## config.mk

```make
export PLATFORM = sky130hd
export DESIGN_NAME = periodic_timer_table_unit
export DESIGN_NICKNAME = d
export VERILOG_FILES = /design/src/design/ptt_pkg.sv /design/src/design/periodic_timer_table_unit.sv /design/src/design/ptt_slot_alu.sv
export SDC_FILE = /design/constraint.sdc
export NUM_CORES = 2
export LEC_CHECK = 0
export BUFFER_PORTS_ARGS = -buffer_cell sky130_fd_sc_hd__buf_4
export CAP_MARGIN = 20
export CORE_MARGIN = 1.5
export CORE_UTILIZATION = 65
export DETAILED_ROUTE_END_ITERATION = 8
export PLACE_DENSITY = 0.82
export SYNTH_ARGS = -nofsm -noshare
export SYNTH_HDL_FRONTEND = slang
export SYNTH_SLANG_ARGS = --single-unit
export TNS_END_PERCENT = 1
```

## constraint.sdc

```tcl
create_clock -name aclk -period 15.88 [get_ports aclk]
set_clock_uncertainty 0.1 [all_clocks]
set_input_delay 0.794 -clock aclk [delete_from_list [all_inputs] [get_ports aclk]]
set_output_delay 0.794 -clock aclk [all_outputs]
set_load 0.02 [all_outputs]
```

## src/design/ptt_pkg.sv

```systemverilog
// Types and constants shared by the periodic timer table.
// Used by ptt_slot_alu and periodic_timer_table_unit; depends on nothing.
`default_nettype none

package ptt_pkg;

    localparam int ID_W    = 8;
    localparam int OWN_W   = 8;
    localparam int CNT_W   = 31;
    localparam int STEP_W  = 16;
    localparam int ACT_W   = 2;
    localparam int KIND_W  = 2;

    localparam logic [STEP_W-1:0] STEP_RESET = 16'd100;

    localparam logic [ACT_W-1:0] ACT_START = 2'd0;
    localparam logic [ACT_W-1:0] ACT_KILL  = 2'd1;
    localparam logic [ACT_W-1:0] ACT_CLEAR = 2'd2;
    localparam logic [ACT_W-1:0] ACT_TICK  = 2'd3;

    localparam logic [KIND_W-1:0] KIND_STATUS = 2'd0;
    localparam logic [KIND_W-1:0] KIND_FIRED  = 2'd1;
    localparam logic [KIND_W-1:0] KIND_QUIET  = 2'd2;

    // One table slot. The remaining count never leaves 0 .. 2^31-1.
    typedef struct packed {
        logic [ID_W-1:0]  id;
        logic [OWN_W-1:0] owner;
        logic [CNT_W-1:0] remaining;
        logic [CNT_W-1:0] reload;
    } slot_t;

    typedef struct packed {
        logic             id_hit;
        logic             key_hit;
        logic             fire;
        logic [CNT_W-1:0] remaining_next;
    } alu_res_t;

endpackage

`default_nettype wire

```

## src/design/periodic_timer_table_unit.sv

```systemverilog
// Top level of the periodic timer table: sequencer, slot memory, output register.
// Depends on ptt_pkg and ptt_slot_alu.
//
// Commands arrive on the s_ channel, one item at a time; s_tready is high only
// while the sequencer is idle. Start, kill and tick walk the occupied slots
// through one shared compare/subtract unit, each slot by a memory read, then an
// evaluate and write back. A kill moves the slots after its match down, each by
// a read and then a write, instead of searching them. After each command the
// sequencer returns to idle before it takes the next. Every start, kill and
// clear yields one status item on the m_ channel; a tick yields one item per
// fired timer in slot order, or a single quiet item, with m_tlast on the final
// one. Results pass through an output register, so a new command is taken while
// the last result waits. When the receiver stalls, the sequencer waits at the
// next result it has to hand over. The tick step is written on the cfg_ channel;
// the user must write it only while idle, as the block does not enforce this.
// Reset empties the table and restores a tick step of 100; the slot memory
// itself is not cleared.
`default_nettype none

module periodic_timer_table_unit #(
    parameter int MAX_TIMERS = 16
) (
    input  wire logic        aclk,
    input  wire logic        aresetn,
    input  wire logic        s_tvalid,
    output logic             s_tready,
    input  wire logic [47:0] s_tdata,   // timer_id[7:0], owner[15:8], interval[46:16]
    input  wire logic [1:0]  s_tuser,   // action[1:0]
    output logic             m_tvalid,
    input  wire logic        m_tready,
    output logic [23:0]      m_tdata,   // ok[0], fired_id[8:1], fired_owner[16:9]
    output logic [1:0]       m_tuser,   // kind[1:0]
    output logic             m_tlast,
    input  wire logic        cfg_valid,
    output logic             cfg_ready,
    input  wire logic [15:0] cfg_data
);
    import ptt_pkg::*;

    localparam int AW = (MAX_TIMERS > 1) ? $clog2(MAX_TIMERS) : 1;
    localparam int CW = $clog2(MAX_TIMERS + 1);

    localparam logic [2:0] ST_IDLE  = 3'd0;
    localparam logic [2:0] ST_RD    = 3'd1;
    localparam logic [2:0] ST_EV    = 3'd2;
    localparam logic [2:0] ST_SH_RD = 3'd3;
    localparam logic [2:0] ST_SH_WR = 3'd4;
    localparam logic [2:0] ST_FIN   = 3'd5;

    logic [2:0]        state_reg, state_next;
    logic [CW-1:0]     n_reg, n_next;
    logic [CW-1:0]     idx_reg, idx_next;
    logic [CW-1:0]     idx_plus1;
    logic [STEP_W-1:0] step_reg;

    logic [ACT_W-1:0]  act_reg, act_next;
    logic [ID_W-1:0]   key_id_reg, key_id_next;
    logic [OWN_W-1:0]  key_own_reg, key_own_next;
    logic [CNT_W-1:0]  ivl_reg, ivl_next;

    logic [KIND_W-1:0] pend_kind_reg, pend_kind_next;
    logic              pend_ok_reg, pend_ok_next;
    logic [ID_W-1:0]   pend_id_reg, pend_id_next;
    logic [OWN_W-1:0]  pend_own_reg, pend_own_next;

    logic              m_valid_reg, m_valid_next;
    logic [KIND_W-1:0] m_kind_reg;
    logic              m_ok_reg;
    logic [ID_W-1:0]   m_id_reg;
    logic [OWN_W-1:0]  m_own_reg;
    logic              m_last_reg;

    slot_t             mem [MAX_TIMERS];
    slot_t             rd_data_reg;
    slot_t             mem_wd;
    logic              mem_we;
    logic [AW-1:0]     mem_wa;
    logic              rd_en;
    logic [AW-1:0]     rd_addr;

    logic              s_accept;
    logic              out_free;
    logic              out_load;
    logic              out_last;
    alu_res_t          alu;

    assign s_tready  = (state_reg == ST_IDLE);
    assign s_accept  = s_tvalid && s_tready;
    assign cfg_ready = 1'b1;
    assign out_free  = !m_valid_reg || m_tready;
    assign idx_plus1 = idx_reg + 1'b1;

    ptt_slot_alu u_alu (
        .slot      (rd_data_reg),
        .step      (step_reg),
        .key_id    (key_id_reg),
        .key_owner (key_own_reg),
        .res       (alu)
    );

    always_comb begin
        state_next     = state_reg;
        n_next         = n_reg;
        idx_next       = idx_reg;
        act_next       = act_reg;
        key_id_next    = key_id_reg;
        key_own_next   = key_own_reg;
        ivl_next       = ivl_reg;
        pend_kind_next = pend_kind_reg;
        pend_ok_next   = pend_ok_reg;
        pend_id_next   = pend_id_reg;
        pend_own_next  = pend_own_reg;
        mem_we         = 1'b0;
        mem_wa         = idx_reg[AW-1:0];
        mem_wd         = rd_data_reg;
        rd_en          = 1'b0;
        rd_addr        = idx_reg[AW-1:0];
        out_load       = 1'b0;
        out_last       = 1'b0;

        case (state_reg)
            ST_IDLE: begin
                if (s_accept) begin
                    act_next      = s_tuser;
                    key_id_next   = s_tdata[7:0];
                    key_own_next  = s_tdata[15:8];
                    ivl_next      = s_tdata[46:16];
                    idx_next      = '0;
                    pend_ok_next  = 1'b1;
                    pend_id_next  = '0;
                    pend_own_next = '0;
                    if (s_tuser == ACT_TICK) begin
                        pend_kind_next = KIND_QUIET;
                        state_next     = ST_RD;
                    end else if (s_tuser == ACT_CLEAR) begin
                        pend_kind_next = KIND_STATUS;
                        n_next         = '0;
                        state_next     = ST_FIN;
                    end else begin
                        pend_kind_next = KIND_STATUS;
                        state_next     = ST_RD;
                    end
                end
            end
            ST_RD: begin
                if (idx_reg == n_reg) begin
                    // Walked past the last occupied slot.
                    state_next = ST_FIN;
                    if (act_reg == ACT_START) begin
                        if (n_reg == CW'(MAX_TIMERS)) begin
                            pend_ok_next = 1'b0;
                        end else begin
                            mem_we           = 1'b1;
                            mem_wa           = n_reg[AW-1:0];
                            mem_wd.id        = key_id_reg;
                            mem_wd.owner     = key_own_reg;
                            mem_wd.remaining = ivl_reg;
                            mem_wd.reload    = ivl_reg;
                            n_next           = n_reg + 1'b1;
                        end
                    end else if (act_reg == ACT_KILL) begin
                        pend_ok_next = 1'b0;
                    end
                end else begin
                    rd_en      = 1'b1;
                    state_next = ST_EV;
                end
            end
            ST_EV: begin
                case (act_reg)
                    ACT_START: begin
                        if (alu.id_hit) begin
                            // Known id: reload count and interval, keep the owner.
                            mem_we           = 1'b1;
                            mem_wd.remaining = ivl_reg;
                            mem_wd.reload    = ivl_reg;
                            state_next       = ST_FIN;
                        end else begin
                            idx_next   = idx_plus1;
                            state_next = ST_RD;
                        end
                    end
                    ACT_KILL: begin
                        if (alu.key_hit) begin
                            state_next = ST_SH_RD;
                        end else begin
                            idx_next   = idx_plus1;
                            state_next = ST_RD;
                        end
                    end
                    default: begin
                        // A new fire hands the previous one out, which then is
                        // known not to be the final item of this tick.
                        if (!(alu.fire && pend_kind_reg == KIND_FIRED && !out_free)) begin
                            mem_we           = 1'b1;
                            mem_wd.remaining = alu.remaining_next;
                            idx_next         = idx_plus1;
                            state_next       = ST_RD;
                            if (alu.fire) begin
                                out_load       = (pend_kind_reg == KIND_FIRED);
                                pend_kind_next = KIND_FIRED;
                                pend_id_next   = rd_data_reg.id;
                                pend_own_next  = rd_data_reg.owner;
                            end
                        end
                    end
                endcase
            end
            ST_SH_RD: begin
                if (idx_plus1 >= n_reg) begin
                    n_next     = n_reg - 1'b1;
                    state_next = ST_FIN;
                end else begin
                    rd_en      = 1'b1;
                    rd_addr    = idx_plus1[AW-1:0];
                    state_next = ST_SH_WR;
                end
            end
            ST_SH_WR: begin
                mem_we     = 1'b1;
                idx_next   = idx_plus1;
                state_next = ST_SH_RD;
            end
            ST_FIN: begin
                if (out_free) begin
                    out_load   = 1'b1;
                    out_last   = 1'b1;
                    state_next = ST_IDLE;
                end
            end
            default: begin
                state_next = ST_IDLE;
            end
        endcase
    end

    always_comb begin
        m_valid_next = m_valid_reg;
        if (out_load) begin
            m_valid_next = 1'b1;
        end else if (m_tready) begin
            m_valid_next = 1'b0;
        end
    end

    always_ff @(posedge aclk) begin
        if (!aresetn) begin
            state_reg   <= ST_IDLE;
            n_reg       <= '0;
            idx_reg     <= '0;
            step_reg    <= STEP_RESET;
            m_valid_reg <= 1'b0;
        end else begin
            state_reg   <= state_next;
            n_reg       <= n_next;
            idx_reg     <= idx_next;
            m_valid_reg <= m_valid_next;
            if (cfg_valid && cfg_ready) begin
                step_reg <= cfg_data;
            end
        end
    end

    always_ff @(posedge aclk) begin
        act_reg       <= act_next;
        key_id_reg    <= key_id_next;
        key_own_reg   <= key_own_next;
        ivl_reg       <= ivl_next;
        pend_kind_reg <= pend_kind_next;
        pend_ok_reg   <= pend_ok_next;
        pend_id_reg   <= pend_id_next;
        pend_own_reg  <= pend_own_next;
        if (out_load) begin
            m_kind_reg <= pend_kind_reg;
            m_ok_reg   <= pend_ok_next;
            m_id_reg   <= pend_id_reg;
            m_own_reg  <= pend_own_reg;
            m_last_reg <= out_last;
        end
    end

    always_ff @(posedge aclk) begin
        if (mem_we) begin
            mem[mem_wa] <= mem_wd;
        end
        if (rd_en) begin
            rd_data_reg <= mem[rd_addr];
        end
    end

    assign m_tvalid = m_valid_reg;
    assign m_tuser  = m_kind_reg;
    assign m_tlast  = m_last_reg;
    assign m_tdata  = {7'b0, m_own_reg, m_id_reg, m_ok_reg};

    assert property (@(posedge aclk) disable iff (!aresetn)
        n_reg <= CW'(MAX_TIMERS))
        else $error("entry count exceeds table depth");

    assert property (@(posedge aclk) disable iff (!aresetn)
        out_load |-> out_free)
        else $error("result overwrote an item still waiting at the output");

    assert property (@(posedge aclk) disable iff (!aresetn)
        (n_reg != $past(n_reg)) |->
            (n_reg == $past(n_reg) + 1'b1) || (n_reg == $past(n_reg) - 1'b1)
            || (n_reg == '0))
        else $error("entry count moved by more than one");

    assert property (@(posedge aclk) disable iff (!aresetn)
        mem_we |-> (CW'(mem_wa) < n_reg)
            || ((CW'(mem_wa) == n_reg) && (n_reg < CW'(MAX_TIMERS))))
        else $error("slot write outside the occupied range");

endmodule

`default_nettype wire

```

## src/design/ptt_slot_alu.sv

```systemverilog
// Shared slot unit: id and owner compare plus the tick subtract and reload.
// Depends on ptt_pkg.
`default_nettype none

module ptt_slot_alu (
    input  wire ptt_pkg::slot_t                   slot,
    input  wire logic [ptt_pkg::STEP_W-1:0]       step,
    input  wire logic [ptt_pkg::ID_W-1:0]         key_id,
    input  wire logic [ptt_pkg::OWN_W-1:0]        key_owner,
    output ptt_pkg::alu_res_t                     res
);
    import ptt_pkg::*;

    logic [CNT_W+1:0] diff;

    assign diff = {2'b00, slot.remaining} - {{(CNT_W+2-STEP_W){1'b0}}, step};

    always_comb begin
        res.id_hit  = (slot.id == key_id);
        res.key_hit = (slot.id == key_id) && (slot.owner == key_owner);
        // A count that drops to zero or below fires and reloads.
        res.fire    = diff[CNT_W+1] || (diff == '0);
        res.remaining_next = res.fire ? slot.reload : diff[CNT_W-1:0];
    end

endmodule

`default_nettype wire
```

==> results.toml <==
[status]
status = "finished clean"

[critical_path]
criticalPathCategory = "reg2reg"
cp-start-kind = "register"
worstReg2RegEnd = "rd_data_reg[25]$_DFFE_PP_"
regToRegSetupSlack_ns = 7.87
critPathMaxFanout = 215
end_kind = "register"
r2r-start = "idx_reg[0]$_SDFFE_PN0P_"
critPathSlowestCell = "dfxtp_4"
worst_ep_arrival_time_ns = 8.51
worst-r2r-cell-count = 15
max_stage_delay_ns = 1.03
startpoint = "idx_reg[0]$_SDFFE_PN0P_"
cp.required_ns = 16.38
path_cells = "buf_4 -> ha_1 -> ha_1 -> a21o_1 -> a21o_1 -> a21oi_1 -> o21ai_0 -> o21ai_4 -> buf_12 -> buf_12 -> buf_4 -> o221ai_1 -> a221oi_1 -> a311oi_1 -> a31oi_1"

[layout]
stdcell_area_um2 = 69400
final_common_cell = "edfxtp_1"
area_delta_synth_final_pct = 10.6
layout.cells.non_filler = 6136
utilization_pct = 72.8
largest_reg_flops = 1248
layout_common_cells = "1413 x edfxtp_1, 672 x nand2_1, 405 x nand3_1, 391 x o221ai_1, 314 x o21ai_0"
fin_nets = 4846
drive_gt1_share_pct = 10.4

[synth]
avgSynthCellArea_um2 = 13.0
ys_seq_area_share_pct = 68.6
synth_top_area_share_pct = 67.6
syn_inst = 4827
synthFlopType = "edfxtp_1"
synthArstFlopShare_pct = 0
synth-seq-cells = 1444
synth.distinct_cells = 71
synth_edf_count = 1413
ys_warn_count = 0
yosys.area.top_type = "edfxtp_1"
ys_top_cells_by_area = "edfxtp_1 68%, o221ai_1 5.5%, nand2_1 4.0%"
syn_area_um2 = 62800

[worst_hold_path]
hold_end = "ivl_reg[21]$_DFFE_PP_"
hp-class = "in2reg"
holdPathStages = 1
min-delay-start = "s_tdata[37]"

[global_route]
grt_start_max_net_pins = 247
grt-ovfl-total = 0
grt_pass1_vias = 44315
grt_usage_pct = 36.3
grt_antenna_before_repair = 4
grt_pass1_wl_um = 267000

[cts]
numCtsBuffers = 142
h-tree-depth = 4
post_cts_buffers = 0
cts_tree = "done"
cts.sinks = 1444
insertion_delay_ns = 0.79
cts_resized = 0
clk_path_buf_depth = 3
clk_pin_slew_ns = 0.06
cts_root_buf = "clkbuf_16"
holdBufCountCts = 0

[drt]
vias = 45513
drt_iter0_markers = 7729
routed_via_density = 7.42
dr.pass1.iters = 8
drc = 0
antenna_left = 0
wirelength_um = 181000
wire_per_inst_um = 29.4

[die]
ios = 101
die_area_um2 = 98500
die_w_um = 314
die_h_um = 314
start_util_pct = 65.9
row_count = 113
core_um2 = 95300

[placed_design]
gp_congestion = 0.976
place_ws_ns = 8.26
hpwlAfterDp_um = 93300
placed_cells = 5856
postPlaceCellArea_um2 = 64500
io_buffers = 91

[timing]
worst_slew_pin_slew_ns = 1.39
hold_viol = 0
slew_headroom_pct = 7.62
worst_hold_slack_ns = 0.0795
fin_crit_ns = 8.01
fin_crit_sh_pct = 50.4
rsz0062_at_grt = "false"
slew_violations = 0
fin_tns_setup_ns = 0
setup_viol_count_final = 0
fmax_mhz = 125
fin_ws_ns = 7.87

[power]
power.density_nw_per_um2 = 129
power_mw = 8.93
vdd_drop_max_uv = 120
power.leakage_nw = 22.9

[flow_run]
max-cap-violations = 0
==> Yosys cell counts, types with 3 or more instances <==
cell / number
edfxtp_1: 1413
nand2_1: 675
nand3_1: 405
o221ai_1: 391
clkbuf_1: 367
o21ai_0: 314
o22ai_1: 236
a31oi_1: 118
mux2i_1: 116
nor2_1: 90
a21oi_1: 84
a221oi_1: 81
a311oi_1: 80
buf_1: 43
mux2_2: 42
xnor2_1: 32
dfxtp_1: 31
inv_1: 31
ha_1: 25
xor2_1: 24
and3_1: 22
a211oi_1: 15
a21o_1: 15
and2_1: 15
buf_4: 13
nor3_1: 13
buf_2: 11
nor4_1: 11
nand4_1: 10
nor2b_1: 10
or3_1: 9
o211ai_1: 8
nand2b_1: 7
a211o_1: 6
o21a_1: 6
and4_1: 4
nand3b_1: 4
o21ai_1: 4
o21bai_1: 3
==> report_power, final <==
| part | leakage [nW] | internal, mW | switching [mW] |
|---|---|---|---|
| clock network | 2.32 | 2.01 | 1.46 |
| registers | 13.1 | 4.42 | 0.0833 |
| logic | 7.49 | 0.295 | 0.654 |
| total | 22.9 | 6.73 | 2.20 |
==> layout make-up <==
| cell class | instances | area, um2 |
|---|---|---|
| inverter | 32 | 123 |
| timing repair buffer | 209 | 1680 |
| fill | 5799 | 25900 |
| tap | 1265 | 1580 |
| multi-input combinational | 2919 | 18200 |
| clock buffer | 170 | 3720 |
| sequential | 1444 | 43100 |
| antenna | 6 | 15.0 |
| clock inverter | 91 | 1060 |
==> critical path, delay by kind of cell, from the launching register on <==
family,cells,cell delay (ns)
buffers and inverters,4,3.17
AO/OA/AOI/OAI,9,2.05
adder cells (fa/ha/maj),2,0.74
flip-flops,1,1.03
==> metal layers <==
metal	GRT usage, %	part of all wire [%]
met5	0	0.015
met4	20.2	5.8
met3	9.57	14
met2	56.0	46
met1	47.3	34
==> how the worst max path moves through the flow <==
stage,to,slack [ns],depth (start not counted)
6_report,rd_data_reg[25]$_DFFE_PP_,7.87,15
5_1_grt,rd_data_reg[25]$_DFFE_PP_,7.68,15
4_1_cts,rd_data_reg[10]$_DFFE_PP_,8.17,14
3_5_place_dp,rd_data_reg[14]$_DFFE_PP_,8.26,14
3_3_place_gp,rd_data_reg[66]$_DFFE_PP_,8.38,14
2_1_floorplan,mem[2][0]$_DFFE_PP_,6.61,14
==> kinds of logic (layout without fill, tap and decap cells) <==
kind of cell	after synthesis	count (layout)	synth area share (%)
AO/OA/AOI/OAI	1382	1382	15.4
adder cells (fa/ha/maj)	27	27	0.562
flip-flops	1444	1444	68.6
buffers and inverters	470	502	2.99
AND/OR/NAND/NOR	1288	1288	9.07
XOR/XNOR	56	56	0.781
other	2	14	0.0120
multiplexers	158	158	2.60
No activity file was read; power rests on OpenSTA's default activity.
